**config.mk**
```make
export PLATFORM = sky130hd
export DESIGN_NAME = gdsp_fifo
export DESIGN_NICKNAME = d
export VERILOG_FILES = /design/src/hw/rtl/gdsp_fifo.sv
export SDC_FILE = /design/constraint.sdc
export NUM_CORES = 1
export LEC_CHECK = 0
export ABC_AREA = 1
export BUFFER_PORTS_ARGS = -buffer_cell sky130_fd_sc_hd__buf_2
export CAP_MARGIN = 20
export CORE_MARGIN = 5
export CORE_UTILIZATION = 43
export CTS_CLUSTER_SIZE = 8
export DETAILED_ROUTE_END_ITERATION = 6
export GPL_ROUTABILITY_DRIVEN = 0
export PLACE_DENSITY = 0.74
export SYNTH_ARGS = -nofsm -noshare
export SYNTH_HDL_FRONTEND = slang
export SYNTH_SLANG_ARGS = --single-unit
```
**constraint.sdc**
```tcl
create_clock -name clk -period 1.2 [get_ports clk]
set_input_delay 0 -clock clk [delete_from_list [all_inputs] [get_ports clk]]
set_output_delay 0 -clock clk [all_outputs]
set_load 0.1 [all_outputs]
```
**src/hw/rtl/gdsp_fifo.sv**
```systemverilog
// Small synchronous queue with occupancy count.
module gdsp_fifo #(
    parameter int WIDTH = 8,
    parameter int DEPTH = 4
) (
    input  logic                       clk,
    input  logic                       rst_n,
    input  logic                       wr_en,
    input  logic [WIDTH-1:0]           wr_data,
    input  logic                       rd_en,
    output logic [WIDTH-1:0]           rd_data,
    output logic                       empty,
    output logic [$clog2(DEPTH):0]     count
);

    localparam int AW    = $clog2(DEPTH);
    localparam int CNT_W = AW + 1;

    logic [WIDTH-1:0] mem_reg [DEPTH];
    logic [AW-1:0]    wr_ptr_reg;
    logic [AW-1:0]    rd_ptr_reg;
    logic [CNT_W-1:0] count_reg;
    logic [CNT_W-1:0] count_next;

    always_comb
    begin
        count_next = count_reg;
        if (wr_en && !rd_en)
        begin
            count_next = count_reg + CNT_W'(1);
        end
        else if (rd_en && !wr_en)
        begin
            count_next = count_reg - CNT_W'(1);
        end
    end

    always_ff @(posedge clk or negedge rst_n)
    begin
        if (!rst_n)
        begin
            wr_ptr_reg <= '0;
            rd_ptr_reg <= '0;
            count_reg  <= '0;
        end
        else
        begin
            if (wr_en)
            begin
                wr_ptr_reg <= wr_ptr_reg + AW'(1);
            end
            if (rd_en)
            begin
                rd_ptr_reg <= rd_ptr_reg + AW'(1);
            end
            count_reg <= count_next;
        end
    end

    always_ff @(posedge clk)
    begin
        if (wr_en)
        begin
            mem_reg[wr_ptr_reg] <= wr_data;
        end
    end

    assign rd_data = mem_reg[rd_ptr_reg];
    assign empty   = (count_reg == '0);
    assign count   = count_reg;

    a_no_overflow: assert property (@(posedge clk) disable iff (!rst_n)
        !(wr_en && !rd_en && count_reg == CNT_W'(DEPTH)))
        else $error("queue written while full");

    a_no_underflow: assert property (@(posedge clk) disable iff (!rst_n)
        !(rd_en && count_reg == '0))
        else $error("queue read while empty");

endmodule

```
[After elaboration in Yosys (flattened, before gate mapping)]
Memories as Yosys holds them, arrays and structs flattened.
Index checks and enable logic that the tools add are counted.
Storage, ports and cells
  bits in registers: 7
  RAM bits: 32
  input port bits: 12
  output and inout port bits: 12
  word-level logic and storage cells: 18
  memories: 1
Cells by class
  add/sub/neg operators: 4
  mux-type cells: 4
  reduce and logical (&&, ||, !) cells: 6
Memory list
  mem_reg: depth 4, bits a word 8, read ports 1, clocked after memory_dff 0, write ports 1, RTL line 19  | logic [WIDTH-1:0] mem_reg [DEPTH];
Operators with widths (number)
  3-bit two-way mux: 2
  2-bit by 1-bit adder with 2-bit output, second input constant: 2
  3-bit by 1-bit adder with 3-bit output, second input constant: 1
  3-bit logical NOT: 1
  3-bit by 1-bit subtractor with 3-bit output, second input constant: 1
  1-bit logical AND: 2
  1-bit logical NOT: 2
  1-bit two-way mux: 2
  2-bit nonzero test: 1

[Logic depth before layout (Yosys ltp)]
Gate-level depths: netlist (run 1).
  word-level depth: 4
  gate-level depth with buffers: 9
  gate-level depth less buffers: 9

[Worst setup path before layout (run 1)]
OpenSTA, ideal clock, no wires.
  path kind: reg2out
  from: reg count_reg[0] (netlist: count[0])
  to: out empty
  data arrival time: 2.995 ns
  data required time: 1.200 ns
  setup slack: -1.795 ns
  stages on the path, launching flop included: 2
  buffers on the path: 0
  cell sequence: dfrtp_1 -> nor3_1
Between the ends
  cells in the longest elaborated chain, start to end: 1
Ends and longest elaborated chain
  from (decl): RTL line 22  | logic [CNT_W-1:0] count_reg;
  from (signal assigned): RTL line 56  | count_reg <= count_next;
  3-bit logical NOT: RTL line 69  | assign empty = (count_reg == '0);
  to (decl): RTL line 12  | output logic empty,
Every way passes these cells.

[Final worst setup path (run 1)]
  from: reg rd_ptr_reg[0]
  to: out rd_data[6]
Between the ends
  cells in the longest elaborated chain, start to end: 1
Ends and longest elaborated chain
  from (decl): RTL line 21  | logic [AW-1:0] rd_ptr_reg;
  from (signal assigned): RTL line 54  | rd_ptr_reg <= rd_ptr_reg + AW'(1);
  memory 4 x 8 bit
  to (decl): RTL line 11  | output logic [WIDTH-1:0] rd_data,
Every way passes these cells.

==> results of run 1 <==
==> synth_stat cells <==
cell	count
nand2_1	37
edfxtp_1	32
inv_1	27
o211ai_1	15
dfrtp_1	7
ha_1	5
buf_6	4
xor2_1	3
buf_2	1
clkbuf_2	1
fa_1	1
inv_4	1
nand3_1	1
nand4_1	1
nor3_1	1
o211ai_2	1
o21ai_0	1
xnor2_1	1
==> cell usage in the layout (no fill, tap or decap), drive strengths merged, types with 2 or more instances in the layout <==
cell type	count
clkbuf	5
ha	5
o211ai	16
inv	28
buf	41
clkinv	2
edfxtp	32
nand2	37
dlygate4sd3	10
xor2	3
dfrtp	7
==> final cells by class <==
cell class                 count  area, um^2
sequential                    39        1150
clock inverter                 3        15.0
clock buffer                   5        68.8
timing repair buffer          51         589
fill                         265        1260
inverter                      28         113
tap                           48        60.1
multi-input combinational     67         487
==> per-stage QoR <==
step	util (%)	worst slack, ps	instance area [um^2]	setup TNS, ps
floorplan	-	-274	1740	-628
CTS	63.7	-185	2390	-1560
detailed placement	58.1	-109	2170	-280
global route	66.3	-291	2480	-2340
finish	66.3	-186	2480	-1550
global placement	58.1	-36.0	2170	-36.0
==> critical path: cells and delay by family (launching register included) <==
family / cells / cell delay (ps)
flops: 1 / 440
buf+inv: 2 / 330
compound gates: 1 / 210
simple gates: 1 / 110
==> layer usage <==
layer | part of all wire, % | global-route usage [%]
met3 | 4.5 | 5.37
met1 | 39 | 14.1
met4 | 1.7 | 6.56
met5 | 0 | 0
met2 | 54 | 23.6
==> what timing repair did <==
item,CTS,global route
cloned,0,1
setup buffers,2,2
hold buffers,9,1
resized for setup,9,21
hold endpoints to repair,39,1
setup endpoints to repair,34,36
pin swaps,16,8
==> cell families after synthesis <==
logic type	synth area share, %
simple gates	9.12
flops	66.8
buf+inv	9.56
compound gates	7.65
fa+ha+maj	4.85
xor+xnor	2.06
==> final timing paths <==
path / start / slack (ps) / to
max: rd_ptr_reg[0]$_DFFE_PN0P_ / -190 / rd_data[6]
min: rst_n / 60 / rd_ptr_reg[1]$_DFFE_PN0P_
max reg2reg: count[1]$_DFFE_PN0P_ / -50 / count[2]$_DFFE_PN0P_
min reg2reg: count[2]$_DFFE_PN0P_ / 560 / count[2]$_DFFE_PN0P_
max in group asynchronous: rst_n / 950 / count[1]$_DFFE_PN0P_
min in group clk: wr_en / 70 / wr_ptr_reg[0]$_DFFE_PN0P_
==> metrics.txt, run 1 <==
initial antenna violation count=0; Final Max Slew Viols=0; Worst Tran Pin Value=483 ps; final cycle utilization of the critical path=115%; nets=210; clk_lat worst skew=290 ps; DR vias=1136; Post-DP HPWL=2330 um; synthesis-to-finish area growth=45.8%; Die Wd=72.9 um; yosys warns=0; Die Ht=72.9 um; ANT cells=0; via/cell ratio=4.71; final hold vios=0; Yosys top cell area share=56.5%; Worst Setup End Kind=output port; port bufs=23; CP startpoint kind=flop; die footprint=0.00532 mm^2; I/O pin cnt=24; Tmin final=1390 ps; CTS Root Cell=clkbuf_8; CTS max path bufs=2; outcome=finished with violations; global-route wire length before repair=5230 um; layout cells sized above 1=40.9%; post-synthesis sequential area ratio=66.8%; required time worst endpoint=1200 ps; Synth area leader=edfxtp_1; max reg flops=32; initial drt markers=60; Final Setup Violations=10; Avg WL per Cell=13.7 um; synthesized area=0.00170 mm^2; Rows=22; worst-case reg-to-reg path depth=5; worst hold slack=63.8 ps; Synth cell types=18; vias in the first global route=1175; Seq cells post-synth=39; Syn Nets=158; Starting Density=45.5%; Setup Crit Path Kind=reg2out; CP most frequent cell=buf_12; core area=0.00374 mm^2; worst endpoint data arrival time=1390 ps; DRC=0; Max transition margin=68.0%; grt ovf=0; largest net degree at the start of global routing=19; worst-path cell with the longest stage delay=dfrtp_2; top cells by area, synth=edfxtp_1, dfrtp_1, nand2_1; synthesized area per cell=12.2 um^2; cts bufs inserted=5; CTS H-tree depth=2; FMAX=722 MHz; 1st-pass router iterations=4; violated checks=negative setup slack; critical path fanouts, max=18; clk sinks=39; unrepaired setup endpoints after global routing=true; Max Cap Viol=0; placed cells=218; Final ANT Viol Nets=0; total global-route track usage=13.6%; CTS tree=yes; max incr delay on CP=440 ps; Non-Filler Instances=241; setup ws final=-186 ps; critical path, cell by cell=buf_12 -> o211ai_1 -> nand2_2 -> buf_12; Hold Path Class=in2async; skew final=6.45 ps; Clk pin slew, worst setup/hold paths=70 ps; Synth Instances=140; DRT Wirelength=3300 um
Power of run 1 is not shown: default switching activity piles up to over one toggle a cycle in this logic, so the estimate is an artifact.
==> inputs of run 2 (changes only) <==
--- a/config.mk
+++ b/config.mk
@@ -8,6 +8,7 @@
 export ABC_AREA = 1
 export BUFFER_PORTS_ARGS = -buffer_cell sky130_fd_sc_hd__buf_2
 export CAP_MARGIN = 20
+export CORE_ASPECT_RATIO = 1.1
 export CORE_MARGIN = 5
 export CORE_UTILIZATION = 43
 export CTS_CLUSTER_SIZE = 8
==> run 2 against run 1 <==
  * The run still ends with negative setup slack left
  * Core utilization fell by 2.0 points
  * Sequential share of layout area is 0.58 points lower
  * Critical path depth stayed put
  * Worst hold slack improved by 8.5 ps
  * First-iteration DRC count is 40% lower
  * Flip-flop and latch count did not move
  * Non-clock buffer count decreased by 2
  * Via count grew 1.8%
  * Clock skew rose by 0.95 ps
  * Cell count grew 0.83%
  * Wire length rose by 3.0%
  * Clock-buffer cell count unchanged
  * Critical path type unchanged
==> metrics.txt, run 2 (synthesized netlist as in run 1, its figures left out) <==
outcome=finished with violations; violated checks=negative setup slack; Worst Tran Pin Value=497 ps (+14.6 ps); clk sinks=39 (unchanged); via/cell ratio=4.76 (+1.0%); Avg WL per Cell=14.0 um (+2.1%); Hold Path Class=in2reg; initial drt markers=36 (-40%); unrepaired setup endpoints after global routing=true; DR vias=1157 (+1.8%); Starting Density=43.6% (-1.9 points); Final ANT Viol Nets=0 (unchanged); CTS max path bufs=2 (unchanged); vias in the first global route=1255 (+6.8%); I/O pin cnt=24 (unchanged); DRC=0 (unchanged); Final Setup Violations=31 (+21); most common cell after layout, fill and taps aside=edfxtp_1; final hold vios=0 (unchanged); core area=0.00390 mm^2 (+4.3%); 1st-pass router iterations=4 (unchanged); worst endpoint data arrival time=1360 ps (-30 ps); final cycle utilization of the critical path=114% (-1.8 points); largest net degree at the start of global routing=35 (+16); Clk pin slew, worst setup/hold paths=70 ps (about the same); Rows=24 (+9.1%); Max transition margin=67.1% (-0.96 points); setup ws final=-165 ps (+21.1 ps); Post-DP HPWL=2320 um (-0.41%); CTS H-tree depth=2 (unchanged); required time worst endpoint=1200 ps (about the same); CTS Root Cell=clkbuf_8; fillers=271 (+2.3%); clk_lat worst skew=290 ps (about the same); skew final=7.39 ps (+0.947 ps); Max Cap Viol=0 (unchanged); Placed Area=0.00217 mm^2 (-0.12%); most frequent cells in the layout=edfxtp_1, nand2_1, inv_1; setup TNS=-1590 ps (-41.4 ps); die footprint=0.00532 mm^2 (about the same); register-to-register setup slack=-80 ps (-30 ps); Die Wd=70.0 um (-4.0%); port bufs=23 (unchanged); Worst Setup End Kind=output port; synthesis-to-finish area growth=47.5%; initial antenna violation count=0 (unchanged); critical path fanouts, max=34 (+16); max reg flops=32 (unchanged); global-route wire length before repair=5460 um (+4.5%); FMAX=733 MHz (+1.5%); Tmin final=1360 ps (-21.1 ps); design area=0.00251 mm^2 (+1.2%); layout cells sized above 1=41.9% (+0.95 points); total global-route track usage=13.4% (-0.20 points); cts bufs inserted=5 (unchanged); ANT cells=0 (unchanged); Final Max Slew Viols=0 (unchanged); DRT Wirelength=3400 um (+3.0%); CP startpoint kind=flop; Setup Crit Path Kind=reg2out; Die Ht=76.0 um (+4.2%); grt ovf=0 (unchanged); CTS tree=yes; nets=208 (-0.95%)
==> run 2: worst paths after layout <==
| path | startpoint | endpoint | cells past startpoint |
|---|---|---|---|
| worst min register to register | count[2]$_DFFE_PN0P_ | count[2]$_DFFE_PN0P_ | 2 |
| worst max-delay path | rd_ptr_reg[0]$_DFFE_PN0P_ | rd_data[2] | 4 |
| max in group asynchronous | rst_n | count[1]$_DFFE_PN0P_ | 2 |
| worst max register to register | count[1]$_DFFE_PN0P_ | count[2]$_DFFE_PN0P_ | 5 |
| min in group asynchronous | rst_n | count[0]$_DFFE_PN0P_ | 2 |
| worst min-delay path | wr_en | wr_ptr_reg[0]$_DFFE_PN0P_ | 3 |
==> run 2: through the flow <==
stage	instances	worst slack, ps	hold slack, ps	utilization [%]
after global routing	243	-238	67.3	64.3
after global placement	221	-34.5	-159	55.6
after detailed placement	221	-127	-152	55.6
final	243	-165	72.3	64.3
after floorplan	140	-274	-296	-
after CTS	242	-170	54.7	62.2
==> run 2: timing repair <==
item,4_1_cts,5_1_grt
hold endpoints to repair,40,0
gates resized for setup,11,21
hold buffers,10,0
endpoints found under the setup margin,31,40
buffers inserted,3,1
pin swaps,7,7
==> run 2: layout make-up <==
class	instances	area, um^2	area share (%)
clock buffers	5	68.8	2.74
multi-input cells	67	504	20.1
flip-flops and latches	39	1150	45.7
well taps	52	65.1	2.59
repair buffers	49	573	22.8
clock inverters	3	38.8	1.55
inverters	28	113	4.49
==> run 2: critical path, cell delays in order, from the launching register on <==
cell and delay (ps):
dfrtp_1 400, buf_12 170, o211ai_1 220, nand2_2 110
buf_12 180
==> run 2: layer usage <==
layer  part of all wire (%)  vias up  global-route usage, %
li1                       -      562                      -
met1                     35      552                   13.3
met2                     57       31                   24.5
met3                    4.3       12                   2.90
met4                    3.6        0                   8.62
met5                      0        -                      0
Power of run 2 is left out for the same reason.
