===== config.mk =====
export PLATFORM = sky130hd
export DESIGN_NAME = gdsp_back
export DESIGN_NICKNAME = d
export VERILOG_FILES = /design/src/hw/rtl/gdsp_pkg.sv /design/src/hw/rtl/gdsp_back.sv
export SDC_FILE = /design/constraint.sdc
export NUM_CORES = 1
export LEC_CHECK = 0
export BUFFER_PORTS_ARGS = -buffer_cell sky130_fd_sc_hd__buf_2
export CORE_MARGIN = 3
export CORE_UTILIZATION = 64
export CTS_BUF_LIST = sky130_fd_sc_hd__clkbuf_16
export CTS_CLUSTER_DIAMETER = 120
export DETAILED_ROUTE_END_ITERATION = 10
export PLACE_DENSITY = 0.87
export SETUP_SLACK_MARGIN = 0.3
export SYNTH_ARGS = -nofsm -noshare
export SYNTH_HDL_FRONTEND = slang
export SYNTH_SLANG_ARGS = --single-unit

===== constraint.sdc =====
create_clock -name clk -period 12.8 [get_ports clk]
set_clock_uncertainty 0.1 [all_clocks]
set_input_delay 1.92 -clock clk [delete_from_list [all_inputs] [get_ports clk]]
set_output_delay 1.92 -clock clk [all_outputs]
set_load 0.01 [all_outputs]

===== src/hw/rtl/gdsp_pkg.sv =====
// Shared types and constants for the 2x2 grid downsampler.
package gdsp_pkg;

    localparam int MAX_WIDTH_DEF = 2048;
    localparam int SMP_W         = 16;
    localparam int GW_W          = 12;
    localparam int GH_W          = 16;
    localparam int CFG_DATA_W    = 16;
    localparam int SUM_W         = SMP_W + 2;

    // queue depths, powers of two
    localparam int CMD_DEPTH     = 4;
    localparam int CMD_CNT_W     = $clog2(CMD_DEPTH) + 1;
    localparam int OUT_DEPTH     = 4;
    localparam int OUT_CNT_W     = $clog2(OUT_DEPTH) + 1;

    // floor(n / 3) == (n * RECIP3) >> RECIP3_SHIFT for n < 2^17
    localparam int          RECIP3_W     = 17;
    localparam logic [16:0] RECIP3       = 17'd87382;
    localparam int          RECIP3_SHIFT = 18;
    localparam int          PROD_W       = 2 * RECIP3_W;

    typedef enum logic [1:0] {
        CFG_GRID_WIDTH  = 2'd0,
        CFG_GRID_HEIGHT = 2'd1,
        CFG_NODATA      = 2'd2,
        CFG_STRICT      = 2'd3
    } cfg_idx_t;

    typedef logic signed [SMP_W-1:0] smp_t;

    // smp: top left, top right, bottom left, bottom right
    typedef struct packed {
        smp_t [3:0] smp;
        logic       frame_end;
    } pool_cmd_t;

    typedef struct packed {
        smp_t mean_value;
        logic frame_end;
    } pool_res_t;

endpackage


===== src/hw/rtl/gdsp_back.sv =====
// Back end: nodata classification, sum and division by the defined count.
module gdsp_back (
    input  logic                             clk,
    input  logic                             rst_n,
    input  logic                             cmd_empty,
    output logic                             cmd_rd,
    input  gdsp_pkg::pool_cmd_t              cmd_data,
    input  gdsp_pkg::smp_t                   nodata_value,
    input  logic                             strict_mode,
    input  logic [gdsp_pkg::OUT_CNT_W-1:0]   out_count,
    output logic                             out_wr,
    output gdsp_pkg::pool_res_t              out_data
);

    import gdsp_pkg::*;

    logic [3:0]          defined;
    logic [2:0]          def_cnt;
    logic signed [SUM_W-1:0] sum_c;
    logic [SUM_W-1:0]    mag_c;

    logic                a_valid_reg;
    logic                a_neg_reg;
    logic [SUM_W-1:0]    a_mag_reg;
    logic [2:0]          a_cnt_reg;
    logic                a_nodata_reg;
    logic                a_frame_end_reg;

    logic [PROD_W-1:0]   prod3;
    logic [SUM_W-1:0]    quot;
    logic [SUM_W-1:0]    res;

    assign cmd_rd = !cmd_empty
                    && (((OUT_CNT_W + 1)'(out_count) + (OUT_CNT_W + 1)'(a_valid_reg))
                        < (OUT_CNT_W + 1)'(OUT_DEPTH));

    always_comb
    begin
        sum_c = '0;
        for (int k = 0; k < 4; k++)
        begin
            defined[k] = (cmd_data.smp[k] != nodata_value);
            if (defined[k])
            begin
                sum_c = sum_c + {{(SUM_W - SMP_W){cmd_data.smp[k][SMP_W-1]}}, cmd_data.smp[k]};
            end
        end
        def_cnt = 3'($countones(defined));
        mag_c   = sum_c[SUM_W-1] ? SUM_W'(-sum_c) : SUM_W'(sum_c);
    end

    always_ff @(posedge clk or negedge rst_n)
    begin
        if (!rst_n)
        begin
            a_valid_reg <= 1'b0;
        end
        else
        begin
            a_valid_reg <= cmd_rd;
        end
    end

    always_ff @(posedge clk)
    begin
        if (cmd_rd)
        begin
            a_neg_reg       <= sum_c[SUM_W-1];
            a_mag_reg       <= mag_c;
            a_cnt_reg       <= def_cnt;
            a_nodata_reg    <= (def_cnt == 3'd0) || (strict_mode && def_cnt != 3'd4);
            a_frame_end_reg <= cmd_data.frame_end;
        end
    end

    // truncation toward zero: divide the magnitude, then restore the sign
    assign prod3 = PROD_W'(a_mag_reg[RECIP3_W-1:0]) * PROD_W'(RECIP3);

    always_comb
    begin
        case (a_cnt_reg)
            3'd1:    quot = a_mag_reg;
            3'd2:    quot = a_mag_reg >> 1;
            3'd3:    quot = SUM_W'(prod3 >> RECIP3_SHIFT);
            3'd4:    quot = a_mag_reg >> 2;
            default: quot = '0;
        endcase
        res = a_neg_reg ? SUM_W'(-quot) : quot;
        out_data.mean_value = a_nodata_reg ? nodata_value : res[SMP_W-1:0];
        out_data.frame_end  = a_frame_end_reg;
    end

    assign out_wr = a_valid_reg;

    a_stage_from_pop: assert property (@(posedge clk) disable iff (!rst_n)
        a_valid_reg |-> $past(cmd_rd))
        else $error("result stage loaded without a queue read");

    a_out_room: assert property (@(posedge clk) disable iff (!rst_n)
        out_wr |-> (out_count < OUT_CNT_W'(OUT_DEPTH)))
        else $error("result written with the output queue full");

endmodule


==> Word level (Yosys, flattened, before mapping) <==
Index checks and enable logic that the tools add are counted.
{ "word_totals": {"regBits": 25, "in_bits": 88, "elab_cells": 40} }
{ "op_classes": {"n_addsub": 9, "n_mul": 1, "magnitude_cmp": 1, "eq_ne": 9, "n_mux": 8, "n_reduce_logical": 5} }
{ "ops": {"columns": ["operator", "n"], "rows": [
  ["$mux W18", 4],
  ["$ne A16 B16 Y1", 4],
  ["$pmux W16 S4", 1],
  ["$add A18 B18 Y18", 3],
  ["$mul A17 B16 Y33 const B", 1],
  ["$mux W16", 2],
  ["$neg A18 Y18", 1],
  ["$mux W17", 1],
  ["$neg A16 Y16", 1],
  ["$eq A3 B2 Y1 const B", 2],
  ["$add A1 B1 Y2", 2],
  ["$add A3 B1 Y4", 1],
  ["$lt A4 B3 Y1 const B", 1],
  ["$add A2 B2 Y3", 1],
  ["$eq A3 B1 Y1 const B", 1],
  ["$eq A3 B3 Y1 const B", 1],
  ["$logic_not A3 Y1", 1],
  ["$ne A3 B3 Y1 const B", 1],
  ["$logic_and A1 B1 Y1", 2],
  ["$logic_not A1 Y1", 1],
  ["$logic_or A1 B1 Y1", 1]
]} }

==> Longest topological paths before layout <==
{ "depth": {"depth_word": 10, "mapped_depth": 39, "depth_no_buf": 35} }

==> Worst setup path before layout <==
OpenSTA, ideal clock, no wires.
{ "synth_path": {"kind": "input -> register", "start": "input port nodata_value[1]", "end": "register a_mag_reg[11], data pin", "arrival_time_ns": 8.522, "path_slack_ns": 3.916, "stages": 38, "path_buffers": 7, "path_cell_list": "clkbuf_1 > xor2_1 > nor4_2 > and4_4 > inv_2 > buf_6 > buf_2 > clkbuf_1 > and2_1 > ha_1 > clkbuf_1 > inv_1 > a2111oi_0 > mux2_1 > nor2_1 > inv_2 > ha_1 > o21a_1 > (+2 left out) > a211o_1 > nand3_1 > o21ai_0 > ha_1 > clkbuf_1 > a21oi_1 > a21oi_1 > a221o_1 > o41ai_1 > o21ai_0 > nand2_1 > a31oi_1 > mux2i_1 > xnor2_1 > xnor2_2 > buf_4 > a21oi_1 > xnor2_1"} }
{ "synth_between": {"elab_chain_cells": 10} }
{ "synth_lines": {"columns": ["item", "line_no", "text"], "rows": [
  ["start: declaration", "gdsp_back.sv:8", "input gdsp_pkg::smp_t nodata_value,"],
  ["$ne A16 B16 Y1", "gdsp_back.sv:42", "defined[k] = (cmd_data.smp[k] != nodata_value);"],
  ["$mux W18", "gdsp_back.sv:43", "if (defined[k])"],
  ["$add A18 B18 Y18", "gdsp_back.sv:45", "sum_c = sum_c + {{(SUM_W - SMP_W){cmd_data.smp[k][SMP_W-1]}}, cmd_data.smp[k]};"],
  ["$mux W18", "gdsp_back.sv:43", null],
  ["$add A18 B18 Y18", "gdsp_back.sv:45", null],
  ["$mux W18", "gdsp_back.sv:43", null],
  ["$add A18 B18 Y18", "gdsp_back.sv:45", null],
  ["$mux W18 *", "gdsp_back.sv:43", null],
  ["$neg A18 Y18", "gdsp_back.sv:49", "mag_c = sum_c[SUM_W-1] ? SUM_W'(-sum_c) : SUM_W'(sum_c);"],
  ["$mux W17 *", "gdsp_back.sv:49", null],
  ["named net mag_c[11]", "gdsp_back.sv:20", "logic [SUM_W-1:0] mag_c;"],
  ["end signal: assignment", "gdsp_back.sv:69", "a_mag_reg <= mag_c;"],
  ["end: declaration", "gdsp_back.sv:24", "logic [SUM_W-1:0] a_mag_reg;"]
]} }
The timed path passes the listed nets; every way through them passes the cells marked *.
A chain may end at the register's enable or synchronous reset.

==> Worst setup path in the final report <==
{ "layout_path": {"start": "input port nodata_value[13]", "end": "register a_mag_reg[6], data pin"} }
{ "layout_rtl": {"columns": ["item", "line_no", "text"], "rows": [
  ["$ne A16 B16 Y1", "gdsp_back.sv:42", null],
  ["$mux W18", "gdsp_back.sv:43", null],
  ["$add A18 B18 Y18", "gdsp_back.sv:45", null],
  ["$mux W18", "gdsp_back.sv:43", null],
  ["$add A18 B18 Y18", "gdsp_back.sv:45", null],
  ["$mux W18", "gdsp_back.sv:43", null],
  ["$add A18 B18 Y18", "gdsp_back.sv:45", null],
  ["$mux W18 *", "gdsp_back.sv:43", null],
  ["named net sum_c[17]", "gdsp_back.sv:19", "logic signed [SUM_W-1:0] sum_c;"],
  ["$mux W17 *", "gdsp_back.sv:49", null],
  ["named net mag_c[6]", "gdsp_back.sv:20", null]
]} }
Marks and branches as above.

==> metrics.yaml <==
timing.final.crit_share_pct: 76.9
yosys_warnings: 0
cts.sinks: 25
relSlewSlack_pct: 29.7
finalHoldViolations: 0
largest_reg_flops: 18
num_vias: 10500
pin_count: 107
grt_pass1_vias: 10300
cp-start-kind: "input port"
post_cts_buffers: 0
grt_max_degree: 34
cp_slowest_stage_delay_ps: 590
outcome: "finished clean"
r2r-end: "a_mag_reg[3]"
fp.dieH_um: 138
ant_nets: 0
remaining_drc_errors: 0
path_clk_slew_ps: 70
final_max_slew_viol_count: 0
worstPathArrival_ps: 9750
yosysTopAreaCell: "ha_1"
synth_nets: 1731
synth_area_leaders: "ha_1, fa_1, xor2_1"
wirelength_um: 34200
core_area_um2: 16900
grt.overflow.total: 0
startpoint: "nodata_value[13]"
crit_fanout: 30
dp_hpwl_um: 29000
final_util_pct: 70.5
dr.pass1.iters: 6
cp_slowest_cell: "xnor2_2"
cts_root_buf: "clkbuf_16"
cts_resized: 0
routed_via_density: 6.38
fin_crit_ps: 9840
finalSetupViolCount: 0
max_freq_mhz: 102
area_delta_synth_final_pct: 6.00
crit_type: "input port to register"
final_cell_mix: "inv_1, ha_1, buf_2"
synth_area_um2: 11200
io_buffers: 106
dpl_cell_area_um2: 11800
die_area_um2: 19200
cts_made_buffers: 3
final.fill_count: 1356
rr_startpoint: "out_wr"
tightest_slew_ps: 1050
yosysUniqueCellTypes: 94
synth_enable_flop_cells: 24
endpoint: "a_mag_reg[6]"
antenna_found_initial: 0
cts_buffer_depth: 2
synth.top_cell.area_share_pct: 20.8
cts_tree: "done"
antenna_cells: 0
avgSynthCellArea_um2: 8.23
grtUsageTotal_pct: 35.1
clock_latency_ps: 270
hold_buffers: 0
initial_core_util_pct: 66.5
reg2reg_slack_ps: 11250
final_common_cell: "inv_1"
fin_nets: 1790
hp-class: "register to register"
dr.first_iter.drc_count: 1217
ys.flop_type: "edfxtp_1"
finalWeightedCongestion: 1.02
r2r_cells: 2
cp.required_ps: 12720
synth_async_sr_flop_share_pct: 4.00
rsz0062_at_grt: "no"
endpoint_kind: "register"
synth_seq_cells: 25
drive_gt1_share_pct: 11.1
maxCapViolations: 0
netlist_instances: 1364
setup_tns_ps: 0
grt_pass1_wl_um: 54700
fin_area_um2: 11900
wl_per_cell_um: 20.8
cts.htree.levels: 1
die_w_um: 138
ys_seq_area_share_pct: 6.65
rows: 47
Yosys cell counts (10+ instances only):
library cell  count
mux2i_1          16
xnor2_1          38
o21bai_1         11
o21ai_0          63
o21a_1           10
nor2b_1          12
nor4_1           16
fa_1             92
o21ai_1          11
nand3_1          32
a21oi_1          58
clkbuf_1         37
inv_1           203
buf_2            13
a22oi_1          17
edfxtp_1         24
and2_1           17
nor2_1           74
nor3_1           20
o31ai_1          11
a21o_1           24
a31oi_1          15
ha_1            187
nand2_1          86
xor2_1           93
area by class of cell:
| type | count | area (um^2) | share of cell area, % |
|---|---|---|---|
| sequential | 25 | 746 | 6.27 |
| tap | 220 | 275 | 2.31 |
| timing repair buffer | 112 | 576 | 4.84 |
| clock buffer | 3 | 75.1 | 0.631 |
| multi-input combinational | 1074 | 9440 | 79.4 |
| clock inverter | 1 | 5.00 | 0.0421 |
| inverter | 207 | 777 | 6.53 |
per-layer routing:
layer	vias to the layer above	part of all wire (%)	track usage (%)
met5	-	0	0
met4	0	2.1	5.98
met3	72	12	9.60
met2	606	43	53.4
met1	4934	43	50.8
li1	4864	-	-
worst min path at each step:
stage,cells past startpoint,endpoint,slack [ps],start
after detailed placement,2,out_wr,700,out_wr
after global routing,2,out_wr,750,out_wr
after global placement,2,out_wr,700,out_wr
final,2,out_wr,720,out_wr
after CTS,2,out_wr,720,out_wr
after floorplan,1,out_wr,1130,out_wr
per-stage QoR:
step | hold WS [ps] | instances | setup WS (ps)
floorplan | 1130 | 1364 | 3920
global placement | 698 | 1638 | 2960
detailed placement | 704 | 1638 | 2940
CTS | 724 | 1642 | 3190
global route | 745 | 1642 | 2510
finish | 722 | 1642 | 2960
critical path, delay by kind of cell:
kind / cells / cell delay, ps
AO/OA/AOI/OAI: 12 / 2820
XOR/XNOR: 4 / 1010
adder cells (fa/ha/maj): 3 / 970
buffers and inverters: 4 / 610
multiplexers: 2 / 520
AND/OR/NAND/NOR: 8 / 1890
logic make-up (layout without fill, tap and decap cells):
family                     after synthesis  after routing  share of synthesized area, %
adders and majority gates              279            279                          37.3
xor gates and xnor gates               133            133                          10.5
AOI/OAI and AO/OA                      312            312                          19.1
buffers and inverters                  265            323                          9.38
muxes                                   27             27                          2.60
DFF                                     25             25                          6.65
and+or+nand+nor                        323            323                          14.6
Power is left out: the tool's default activity adds up to more than one toggle a clock period on the data nets, which glitch-free logic cannot reach.
